`config.mk`:
```
export PLATFORM = sky130hd
export DESIGN_NAME = sha256_stream_hasher_core
export DESIGN_NICKNAME = d
export VERILOG_FILES = /design/src/rtl/core/s256h_pkg.sv /design/src/rtl/core/s256h_ctrl.sv /design/src/rtl/core/s256h_dp.sv /design/src/rtl/core/sha256_stream_hasher_core.sv
export SDC_FILE = /design/constraint.sdc
export NUM_CORES = 2
export LEC_CHECK = 0
export BUFFER_PORTS_ARGS = -buffer_cell sky130_fd_sc_hd__buf_4
export CORE_ASPECT_RATIO = 0.9
export CORE_UTILIZATION = 45
export CTS_CLUSTER_DIAMETER = 100
export DETAILED_ROUTE_END_ITERATION = 8
export SKIP_LAST_GASP = 1
export SYNTH_ARGS = -nofsm -noshare
export SYNTH_HDL_FRONTEND = slang
export SYNTH_SLANG_ARGS = --single-unit
```
`constraint.sdc`:
```
create_clock -name clk -period 13.8 [get_ports clk]
set_clock_uncertainty 0.1 [all_clocks]
set_input_delay 1.38 -clock clk [delete_from_list [all_inputs] [get_ports clk]]
set_output_delay 1.38 -clock clk [all_outputs]
set_load 0.005 [all_outputs]
```
`src/rtl/core/s256h_pkg.sv`:
```
// Shared types, constants and round functions for the SHA-256 stream hasher.
`timescale 1ns / 1ps
`default_nettype none

package s256h_pkg;

    // Input word kinds, carried on the slave tuser bit
    localparam logic CMD_ABSORB = 1'b0;
    localparam logic CMD_FINISH = 1'b1;

    localparam logic [7:0] PAD_MARK = 8'h80;

    localparam logic [31:0] H_INIT [8] = '{
        32'h6A09E667, 32'hBB67AE85, 32'h3C6EF372, 32'hA54FF53A,
        32'h510E527F, 32'h9B05688C, 32'h1F83D9AB, 32'h5BE0CD19
    };

    localparam logic [31:0] ROUND_K [64] = '{
        32'h428A2F98, 32'h71374491, 32'hB5C0FBCF, 32'hE9B5DBA5,
        32'h3956C25B, 32'h59F111F1, 32'h923F82A4, 32'hAB1C5ED5,
        32'hD807AA98, 32'h12835B01, 32'h243185BE, 32'h550C7DC3,
        32'h72BE5D74, 32'h80DEB1FE, 32'h9BDC06A7, 32'hC19BF174,
        32'hE49B69C1, 32'hEFBE4786, 32'h0FC19DC6, 32'h240CA1CC,
        32'h2DE92C6F, 32'h4A7484AA, 32'h5CB0A9DC, 32'h76F988DA,
        32'h983E5152, 32'hA831C66D, 32'hB00327C8, 32'hBF597FC7,
        32'hC6E00BF3, 32'hD5A79147, 32'h06CA6351, 32'h14292967,
        32'h27B70A85, 32'h2E1B2138, 32'h4D2C6DFC, 32'h53380D13,
        32'h650A7354, 32'h766A0ABB, 32'h81C2C92E, 32'h92722C85,
        32'hA2BFE8A1, 32'hA81A664B, 32'hC24B8B70, 32'hC76C51A3,
        32'hD192E819, 32'hD6990624, 32'hF40E3585, 32'h106AA070,
        32'h19A4C116, 32'h1E376C08, 32'h2748774C, 32'h34B0BCB5,
        32'h391C0CB3, 32'h4ED8AA4A, 32'h5B9CCA4F, 32'h682E6FF3,
        32'h748F82EE, 32'h78A5636F, 32'h84C87814, 32'h8CC70208,
        32'h90BEFFFA, 32'hA4506CEB, 32'hBEF9A3F7, 32'hC67178F2
    };

    typedef enum logic [2:0] {
        ST_IDLE,
        ST_PAD_TAIL,
        ST_PAD_BODY,
        ST_LOAD,
        ST_ROUND,
        ST_ADD,
        ST_EMIT
    } state_t;

    // What the running compression belongs to
    typedef enum logic [1:0] {
        PH_DATA,
        PH_TAIL,
        PH_FINAL
    } phase_t;

    typedef struct packed {
        logic wr_data;
        logic pad_start;
        logic wr_pad;
        logic pad_len;
        logic comp_load;
        logic comp_round;
        logic comp_add;
        logic emit_load;
        logic restart;
    } dp_cmd_t;

    typedef struct packed {
        logic [5:0] pos;
        logic [5:0] pad_pos;
        logic       rnd_last;
        logic       out_free;
        logic       emit_last;
    } dp_stat_t;

    function automatic logic [31:0] bsig0(input logic [31:0] x);
        bsig0 = {x[1:0], x[31:2]} ^ {x[12:0], x[31:13]} ^ {x[21:0], x[31:22]};
    endfunction

    function automatic logic [31:0] bsig1(input logic [31:0] x);
        bsig1 = {x[5:0], x[31:6]} ^ {x[10:0], x[31:11]} ^ {x[24:0], x[31:25]};
    endfunction

    function automatic logic [31:0] ssig0(input logic [31:0] x);
        ssig0 = {x[6:0], x[31:7]} ^ {x[17:0], x[31:18]} ^ {3'b000, x[31:3]};
    endfunction

    function automatic logic [31:0] ssig1(input logic [31:0] x);
        ssig1 = {x[16:0], x[31:17]} ^ {x[18:0], x[31:19]} ^ {10'b0, x[31:10]};
    endfunction

    function automatic logic [31:0] ch(input logic [31:0] e, input logic [31:0] f,
                                       input logic [31:0] g);
        ch = (e & f) ^ (~e & g);
    endfunction

    function automatic logic [31:0] maj(input logic [31:0] a, input logic [31:0] b,
                                        input logic [31:0] c);
        maj = (a & b) ^ (a & c) ^ (b & c);
    endfunction

endpackage

`default_nettype wire

```
`src/rtl/core/s256h_ctrl.sv`:
```
// Sequencer for absorb, padding, compression rounds and digest output.
`timescale 1ns / 1ps
`default_nettype none

module s256h_ctrl
    import s256h_pkg::*;
(
    input  wire logic     clk,
    input  wire logic     rst_n,
    input  wire logic     in_valid,
    input  wire logic     in_cmd,
    output logic          in_ready,
    input  wire dp_stat_t stat,
    output dp_cmd_t       cmd
);

    state_t state_reg, state_next;
    phase_t phase_reg, phase_next;

    always_ff @(posedge clk or negedge rst_n)
    begin
        if (!rst_n)
        begin
            state_reg <= ST_IDLE;
            phase_reg <= PH_DATA;
        end
        else
        begin
            state_reg <= state_next;
            phase_reg <= phase_next;
        end
    end

    always_comb
    begin
        state_next = state_reg;
        phase_next = phase_reg;
        cmd        = '0;
        in_ready   = (state_reg == ST_IDLE);
        unique case (state_reg)
            ST_IDLE:
            begin
                if (in_valid)
                begin
                    if (in_cmd == CMD_FINISH)
                    begin
                        cmd.pad_start = 1'b1;
                        if (stat.pos == 6'd63)
                        begin
                            // marker fills the block: compress, length goes in a new one
                            state_next = ST_LOAD;
                            phase_next = PH_TAIL;
                        end
                        else if (stat.pos >= 6'd56)
                        begin
                            state_next = ST_PAD_TAIL;
                            phase_next = PH_TAIL;
                        end
                        else
                        begin
                            state_next = ST_PAD_BODY;
                            phase_next = PH_FINAL;
                        end
                    end
                    else
                    begin
                        cmd.wr_data = 1'b1;
                        if (stat.pos == 6'd63)
                        begin
                            state_next = ST_LOAD;
                            phase_next = PH_DATA;
                        end
                    end
                end
            end
            ST_PAD_TAIL:
            begin
                cmd.wr_pad = 1'b1;
                if (stat.pad_pos == 6'd63)
                begin
                    state_next = ST_LOAD;
                end
            end
            ST_PAD_BODY:
            begin
                cmd.wr_pad  = 1'b1;
                cmd.pad_len = (stat.pad_pos[5:3] == 3'b111);
                if (stat.pad_pos == 6'd63)
                begin
                    state_next = ST_LOAD;
                end
            end
            ST_LOAD:
            begin
                cmd.comp_load = 1'b1;
                state_next    = ST_ROUND;
            end
            ST_ROUND:
            begin
                cmd.comp_round = 1'b1;
                if (stat.rnd_last)
                begin
                    state_next = ST_ADD;
                end
            end
            ST_ADD:
            begin
                cmd.comp_add = 1'b1;
                unique case (phase_reg)
                    PH_DATA:  state_next = ST_IDLE;
                    PH_TAIL:
                    begin
                        state_next = ST_PAD_BODY;
                        phase_next = PH_FINAL;
                    end
                    PH_FINAL: state_next = ST_EMIT;
                    default:  state_next = ST_IDLE;
                endcase
            end
            ST_EMIT:
            begin
                if (stat.out_free)
                begin
                    cmd.emit_load = 1'b1;
                    if (stat.emit_last)
                    begin
                        cmd.restart = 1'b1;
                        state_next  = ST_IDLE;
                    end
                end
            end
            default:
            begin
                state_next = ST_IDLE;
            end
        endcase
    end

    // hash add only ever follows the last round
    a_add_after_round: assert property (@(posedge clk) disable iff (!rst_n)
        (state_reg == ST_ADD) |-> ($past(state_reg) == ST_ROUND))
        else $error("hash add without preceding round");

    // a compression starts only on a completely written block
    a_load_block_full: assert property (@(posedge clk) disable iff (!rst_n)
        (state_reg == ST_LOAD) |->
            ((phase_reg == PH_DATA && stat.pos == 6'd0) ||
             (phase_reg != PH_DATA && stat.pad_pos == 6'd0)))
        else $error("compression started on a partly written block");

endmodule

`default_nettype wire

```
`src/rtl/core/s256h_dp.sv`:
```
// Datapath: block store / schedule window, round logic, hash words, output register.
`timescale 1ns / 1ps
`default_nettype none

module s256h_dp
    import s256h_pkg::*;
(
    input  wire logic        clk,
    input  wire logic        rst_n,
    input  wire dp_cmd_t     cmd,
    input  wire logic [7:0]  data_byte,
    input  wire logic        out_ready,
    output dp_stat_t         stat,
    output logic [31:0]      out_word,
    output logic [2:0]       out_index,
    output logic             out_last,
    output logic             out_valid
);

    // The block store doubles as the 16-word schedule window during rounds
    logic [3:0][7:0] w_reg [16];
    logic [3:0][7:0] w_next [16];
    logic [31:0]     s_reg [8];
    logic [31:0]     s_next [8];
    logic [31:0]     h_reg [8];
    logic [31:0]     h_next [8];
    logic [63:0]     byte_count_reg, byte_count_next;
    logic [7:0][7:0] len_reg, len_next;
    logic [5:0]      pad_pos_reg, pad_pos_next;
    logic [5:0]      rnd_reg, rnd_next;
    logic [2:0]      emit_idx_reg, emit_idx_next;
    logic [31:0]     out_word_reg, out_word_next;
    logic [2:0]      out_idx_reg, out_idx_next;
    logic            out_valid_reg, out_valid_next;

    logic [5:0]  wr_addr;
    logic [7:0]  wr_byte;
    logic        wr_en;
    logic [31:0] t1, t2, w_new;

    always_comb
    begin
        wr_en   = cmd.wr_data | cmd.pad_start | cmd.wr_pad;
        wr_addr = cmd.wr_pad ? pad_pos_reg : byte_count_reg[5:0];
        priority if (cmd.wr_data)
            wr_byte = data_byte;
        else if (cmd.pad_start)
            wr_byte = PAD_MARK;
        else if (cmd.pad_len)
            wr_byte = len_reg[3'd7 - pad_pos_reg[2:0]];
        else
            wr_byte = 8'h00;

        t1 = s_reg[7] + bsig1(s_reg[4]) + ch(s_reg[4], s_reg[5], s_reg[6])
             + ROUND_K[rnd_reg] + w_reg[0];
        t2 = bsig0(s_reg[0]) + maj(s_reg[0], s_reg[1], s_reg[2]);
        w_new = ssig1(w_reg[14]) + w_reg[9] + ssig0(w_reg[1]) + w_reg[0];
    end

    always_comb
    begin
        w_next          = w_reg;
        s_next          = s_reg;
        h_next          = h_reg;
        byte_count_next = byte_count_reg;
        len_next        = len_reg;
        pad_pos_next    = pad_pos_reg;
        rnd_next        = rnd_reg;
        emit_idx_next   = emit_idx_reg;
        out_word_next   = out_word_reg;
        out_idx_next    = out_idx_reg;
        out_valid_next  = out_valid_reg;

        if (wr_en)
        begin
            w_next[wr_addr[5:2]][2'd3 - wr_addr[1:0]] = wr_byte;
        end
        if (cmd.wr_data)
        begin
            byte_count_next = byte_count_reg + 64'd1;
        end
        if (cmd.pad_start)
        begin
            len_next        = {byte_count_reg[60:0], 3'b000};
            byte_count_next = '0;
            pad_pos_next    = byte_count_reg[5:0] + 6'd1;
        end
        if (cmd.wr_pad)
        begin
            pad_pos_next = pad_pos_reg + 6'd1;
        end
        if (cmd.comp_load)
        begin
            s_next   = h_reg;
            rnd_next = '0;
        end
        if (cmd.comp_round)
        begin
            for (int j = 0; j < 15; j++)
            begin
                w_next[j] = w_reg[j + 1];
            end
            w_next[15] = w_new;
            s_next[7]  = s_reg[6];
            s_next[6]  = s_reg[5];
            s_next[5]  = s_reg[4];
            s_next[4]  = s_reg[3] + t1;
            s_next[3]  = s_reg[2];
            s_next[2]  = s_reg[1];
            s_next[1]  = s_reg[0];
            s_next[0]  = t1 + t2;
            rnd_next   = rnd_reg + 6'd1;
        end
        if (cmd.comp_add)
        begin
            for (int j = 0; j < 8; j++)
            begin
                h_next[j] = h_reg[j] + s_reg[j];
            end
        end
        if (cmd.emit_load)
        begin
            out_word_next  = h_reg[emit_idx_reg];
            out_idx_next   = emit_idx_reg;
            out_valid_next = 1'b1;
            emit_idx_next  = emit_idx_reg + 3'd1;
        end
        else if (out_ready)
        begin
            out_valid_next = 1'b0;
        end
        if (cmd.restart)
        begin
            h_next = H_INIT;
        end
    end

    always_ff @(posedge clk or negedge rst_n)
    begin
        if (!rst_n)
        begin
            h_reg          <= H_INIT;
            byte_count_reg <= '0;
            pad_pos_reg    <= '0;
            rnd_reg        <= '0;
            emit_idx_reg   <= '0;
            out_valid_reg  <= 1'b0;
        end
        else
        begin
            h_reg          <= h_next;
            byte_count_reg <= byte_count_next;
            pad_pos_reg    <= pad_pos_next;
            rnd_reg        <= rnd_next;
            emit_idx_reg   <= emit_idx_next;
            out_valid_reg  <= out_valid_next;
        end
    end

    always_ff @(posedge clk)
    begin
        w_reg        <= w_next;
        s_reg        <= s_next;
        len_reg      <= len_next;
        out_word_reg <= out_word_next;
        out_idx_reg  <= out_idx_next;
    end

    always_comb
    begin
        stat.pos       = byte_count_reg[5:0];
        stat.pad_pos   = pad_pos_reg;
        stat.rnd_last  = (rnd_reg == 6'd63);
        stat.out_free  = !out_valid_reg || out_ready;
        stat.emit_last = (emit_idx_reg == 3'd7);
    end

    assign out_word  = out_word_reg;
    assign out_index = out_idx_reg;
    assign out_last  = (out_idx_reg == 3'd7);
    assign out_valid = out_valid_reg;

    a_one_op: assert property (@(posedge clk) disable iff (!rst_n)
        $onehot0({cmd.wr_data, cmd.pad_start, cmd.wr_pad, cmd.comp_load,
                  cmd.comp_round, cmd.comp_add, cmd.emit_load}))
        else $error("more than one datapath operation in a cycle");

    // never overwrite a digest word that is still waiting
    a_emit_free: assert property (@(posedge clk) disable iff (!rst_n)
        cmd.emit_load |-> (!out_valid_reg || out_ready))
        else $error("output register overwritten");

    a_restart_last: assert property (@(posedge clk) disable iff (!rst_n)
        cmd.restart |-> (cmd.emit_load && emit_idx_reg == 3'd7))
        else $error("hash restart before the last digest word");

endmodule

`default_nettype wire

```
`src/rtl/core/sha256_stream_hasher_core.sv`:
```
// Top level of the SHA-256 stream hasher: byte stream in, digest words out.
// Absorb: the byte that fills a block starts its compression
//   (load, 64 rounds at one round per cycle, hash add).
// Input bytes are not taken while a block is compressed; s_tready is high only when idle.
// Finish: the pad marker, zero padding and the length are written into the block,
//   one or two compressions, then 8 output words;
//   input is taken again once the last word sits in the output register.
// Reset (rst_n low, async): hash words to the initial values, byte count to zero, idle.
`timescale 1ns / 1ps
`default_nettype none

module sha256_stream_hasher_core
    import s256h_pkg::*;
(
    input  wire logic        clk,
    input  wire logic        rst_n,
    // input word stream
    input  wire logic        s_tvalid,
    output logic             s_tready,
    input  wire logic [7:0]  s_tdata,   // [7:0] data_byte
    input  wire logic        s_tuser,   // [0] cmd: 0 absorb byte, 1 finish message
    // digest word stream
    output logic             m_tvalid,
    input  wire logic        m_tready,
    output logic [39:0]      m_tdata,   // [31:0] digest_word, [34:32] word_index, rest zero
    output logic             m_tlast    // last_word: set on digest word 7
);

    dp_cmd_t     cmd;
    dp_stat_t    stat;
    logic [31:0] out_word;
    logic [2:0]  out_index;

    // Controller: walks absorb, padding, the 64 rounds and the output of the digest
    s256h_ctrl u_ctrl (
        .clk      (clk),
        .rst_n    (rst_n),
        .in_valid (s_tvalid),
        .in_cmd   (s_tuser),
        .in_ready (s_tready),
        .stat     (stat),
        .cmd      (cmd)
    );

    // Datapath: block store (also the schedule window), rounds, hash words, output word
    s256h_dp u_dp (
        .clk       (clk),
        .rst_n     (rst_n),
        .cmd       (cmd),
        .data_byte (s_tdata),
        .out_ready (m_tready),
        .stat      (stat),
        .out_word  (out_word),
        .out_index (out_index),
        .out_last  (m_tlast),
        .out_valid (m_tvalid)
    );

    assign m_tdata = {5'b00000, out_index, out_word};

endmodule

`default_nettype wire

```
# Yosys cells after proc, flatten, opt, wreduce, memory -nomap -nowiden
# Memory sizes are Yosys's and may differ from the RTL's.
# Index checks and enable logic that the tools add are counted.
# word_totals
out_inout_bits	43
mem_count	1
inputBits	13
mem_bits_ro	2048
ff_bits	1205
wordCells	249
# classes
order_cmp	8
eq_ne	21
n_reduce_logical	15
mux	60
addsub	25
n_bitwise	22
# mem_list
name	words	word_bits	read_ports	rd_clocked_by_memory_dff	wr	line_no	source
(name not given)	64	32	1	0	0	s256h_dp.sv:55	+ ROUND_K[rnd_reg] + w_reg[0];
# ops
cell	count
256-bit 2-to-1 mux	4
512-bit 2-to-1 mux	2
32-bit adder	18
512-bit bitwise mux	1
32-bit XOR	9
32-bit AND	5
32-bit 2-to-1 mux	5
32-bit demux with 4-bit select	1
64-bit 2-to-1 mux	2
32-bit binary-select mux with 3-bit select	1
64-bit by 1-bit adder with 64-bit output (second input constant)	1
8-bit 2-to-1 mux	5
32-bit inverter	1
32-bit by 22-bit XOR with 32-bit output	1
32-bit by 29-bit XOR with 32-bit output	1
6-bit 2-to-1 mux	5
8-bit binary-select mux with 3-bit select	1
3-bit 2-to-1 mux	8
2-bit 2-to-1 mux	11
6-bit by 1-bit adder with 6-bit output (second input constant)	3
3-bit equality test (second input constant)	6
6-bit equality test (second input constant)	3
3-bit case mux with 6 select lines	1
8-bit demux with 2-bit select	1
other kinds (33)	55

# Longest topological paths before layout
# logic_depth
ltp_word	14
ltp_mapped	42
depth_no_buf	41

# Modules after synthesis
# From an unflattened synthesis, not the netlist that was laid out.
# unflattened
cells_unflattened	7468
area_unflattened_um2	79506.3
# by_module_without_submodules
mod	seq_area_each_um2	cells_per_inst	area_each_um2	instances
s256h_dp	34448.0	7400	78972.0	1
s256h_ctrl	125.1	62	493.0	1
sha256_stream_hasher_core	0.0	6	41.3	1

# Worst setup path before layout
# No wires, ideal clock.
# synth_timing
kind	reg-to-reg
startpoint	reg u_dp.rnd_reg[1]
endpoint	reg u_dp.s_reg[254] in the netlist's numbering (data pin)
setup_ps	269
t_arrival_ps	8514
path_stages_with_launch	40
required_time_ps	13431
n_path_buf	1
synth_period_minus_slack_ps	8883
setup_slack_ps	4917
path_cell_list	dfrtp_1 clkinv_1 ha_1 clkbuf_1 and2_1 o21ai_0 nand2_1 mux4_2 fa_1 inv_1 fa_1 fa_1 inv_1 ha_1 inv_1 fa_1 nor2b_1 o31a_1 [... 4 more ...] a21oi_1 o21ai_0 a21o_1 a21oi_1 xnor2_1 fa_1 ha_1 and3_1 a221oi_1 a21boi_0 o2111ai_1 a21oi_1 o21a_1 a211oi_1 o21bai_1 a21oi_1 xor2_1 o21ai_0
# synth_rtl
element	line_no	source
from (decl)	s256h_dp.sv:30	logic [5:0] rnd_reg, rnd_next;
from (signal assigned)	s256h_dp.sv:154	rnd_reg <= rnd_next;
to (signal assigned)	s256h_dp.sv:163	s_reg <= s_next;
to (decl)	s256h_dp.sv:23	logic [31:0] s_reg [8];

==> flow_summary.ini <==
[timing]
max_freq_mhz = 94.83
post-route-min-period_ns = 10.55
rsz0062_at_grt = no
worst_slack_ns = 3.255
finalSetupTns_ns = 0
relSlewSlack = 0.1200
drv_slew = 0
setup_viol = 0
period_share = 0.7642
hold_violations = 0
worst-slew-pin-transition_ns = 1.287

[cts]
clock_sinks = 1202
clk_latency_ns = 0.83
cts_hold_buf = 0
cts_max_path_buffers = 3
cts_root_buf = clkbuf_16
htree_levels = 4
cts_resized = 0
postCtsSetupRepairBufs = 0
cts_buffers = 138
cts.clk_slew.worst_paths_ns = 0.06
cts_tree = done

[power]
clockPowerShare = 0.502
ir_drop_mv = 0.1028
intPower_uw = 6068
p_switching_uw = 1694
p_sw_frac = 0.2182
leakage_uw = 0.03471
p_per_area_nw_per_um2 = 90.51
p_total_uw = 7762
comb_power_share = 0.004
seq_power_share = 0.494

[worst_setup_path]
crit_end = u_dp.s_reg[255]
critPathLaunchType = flip-flop
cp_max_fo = 14
timing.rr.start = u_dp.rnd_reg[1]
cp_common_cell = a21oi_1
reg2reg_to = u_dp.s_reg[255]
cpPeakStageDelay_ns = 0.77
crit_start = u_dp.rnd_reg[1]
crit_arrival_ns = 10.97
critPathKind = flip-flop to flip-flop
slowest_stage = nor2_1
cp.required_ns = 14.22
r2r_slack_ns = 3.25
reg2reg_depth = 32
cp-end-kind = flip-flop

[floorplan]
die_x_um = 442.5
die_area_um2 = 176300
die_y_um = 398.5
core_area_um2 = 173400
start_util = 0.4532
rows = 145
io_pins = 56

[synthesis]
synthTopCellsByArea = edfxtp_1 (33%), dfrtp_1 (6.4%), ha_1 (6.4%)
yosysTopAreaCell = edfxtp_1
seq_area_frac_synth = 0.4399
syn_area_per_cell_um2 = 10.13
synth_ff_type = edfxtp_1
synth_top_area_frac = 0.3301
asyncSetResetFlopFracSynth = 0.2812
yosysWarnings = 0
syn_inst = 7757
synth.most_common_cell = nand2_1
synth_edf_count = 864
synth_cell_types = 101
synth_area_um2 = 78600
ys_top_cells_by_count = nand2_1 (1,136), edfxtp_1 (864), a21oi_1 (557), o21ai_0 (548), nor2_1 (533)
ys_seq_elements = 1202

[layout]
fin_util = 0.4945
final_layout_size_suffix_gt1_frac = 0.08994
fin_cells = 9985
syn_to_final_growth_pct = 9.115
largest_register_ffs = 512
nNetsFinal = 8200

[route]
drcViolationCount = 0
via_count = 61955
first_iter_violations = 6957
routedWlPerCell_um = 27.31
routed_wirelength_um = 272700
viasPerCell = 6.205
dr.pass1.iters = 8
drtAntennaViolNets = 0

[worst_hold_path]
hp-start = u_dp.byte_count_reg[60]
hold_class = flip-flop to flip-flop

[grt]
grt_overflow = 0
grt_start_max_net_pins = 232
antenna_found_initial = 6
grt_pass1_vias = 59145
grtUsageTotal = 0.3046
grt_pass1_wl_um = 399900

[placed_design]
dp_hpwl_um = 197900
pre_cts_ws_ns = 3.413
gp_congestion = 1.009
dp.cells = 9727
port_buffers = 50

[flow_run]
drv_cap = 0

[run_status]
status = finished clean
==> logic make-up (layout without fill, tap and decap cells) <==
family                   after synthesis  count (layout)  share of synthesized area
flip-flops                          1202            1202                     0.4399
buffers and inverters                768             712                    0.03701
other                                  1               7                 0.00004771
multiplexers                         173             173                    0.03593
adder cells (fa/ha/maj)              622             622                     0.1169
AO/OA/AOI/OAI                       2174            2174                     0.1813
AND/OR/NAND/NOR                     2194            2194                     0.1195
XOR/XNOR                             623             623                    0.06942
==> metrics by stage <==
step / hold WS [ns] / cell area (µm²)
after floorplan: 0.3451 / 78610
after global placement: 0.3526 / 80950
after detailed placement: 0.3657 / 80950
after CTS: 0.3719 / 85760
after global routing: 0.3749 / 85760
final: 0.3750 / 85760
==> worst max-delay path, delay by kind of cell, from the launching register on <==
kind	cells	cell delay (ns)
fa+ha+maj	7	3.28
buf+inv	2	0.46
simple gates	2	0.92
compound gates	18	4.54
xor+xnor	3	0.63
flops	1	0.34
==> power groups by stage <==
stage	registers (µW)	logic (µW)	clock network, µW
floorplan	3910	2.81	0
global placement	3910	32.2	0
detailed placement	3910	32.1	0
CTS	3830	32.3	3950
global route	3830	34.5	4080
finish	3830	30.2	3900
==> worst min path at each step <==
| stage | to | slack (ns) | cells past startpoint |
|---|---|---|---|
| after detailed placement | u_dp.len_reg[63] | 0.37 | 0 |
| after global placement | u_dp.len_reg[63] | 0.35 | 0 |
| after global routing | u_dp.len_reg[63] | 0.37 | 0 |
| after floorplan | u_dp.len_reg[8] | 0.35 | 0 |
| after CTS | u_dp.len_reg[63] | 0.37 | 0 |
| final | u_dp.len_reg[63] | 0.38 | 0 |
==> cell usage in the layout (no fill, tap or decap), types with 55 or more instances in the layout <==
cell       synthesis  final
xnor2_1          384    384
nor3_1            83     82
dfstp_2          136    136
mux4_2            83     83
a21oi_1          557    555
nand3_1          124    124
o21ai_0          548    548
o21a_1            62     62
clkbuf_16          0    139
fa_1             195    195
a22o_1           372    372
dfrtp_1          202    195
a21o_1           200    200
nor2_1           533    531
nand2_1         1136   1135
inv_1            319    318
edfxtp_1         864    864
ha_1             403    403
buf_4              5    128
xor2_1           239    239
nand2b_1          55     55
==> metal layers <==
| layer | track usage | wire length, µm | up-vias |
|---|---|---|---|
| met5 | 0 | 31 | - |
| met2 | 0.4775 | 122600 | 2939 |
| met1 | 0.4165 | 114200 | 30790 |
| met4 | 0.1373 | 13670 | 4 |
| met3 | 0.04872 | 22220 | 555 |
| li1 | - | - | 27667 |
==> final cells by class <==
class / instances / area, µm²
Clock inverter: 86 / 1111
Fill cell: 15789 / 87680
Inverter: 325 / 1229
Clock buffer: 170 / 3695
Tap cell: 2278 / 2850
Sequential cell: 1202 / 34590
Timing Repair Buffer: 131 / 1016
Multi-Input combinational cell: 5791 / 41270
Antenna cell: 2 / 5.005
Note: power is estimated with default switching activity, not from simulation.
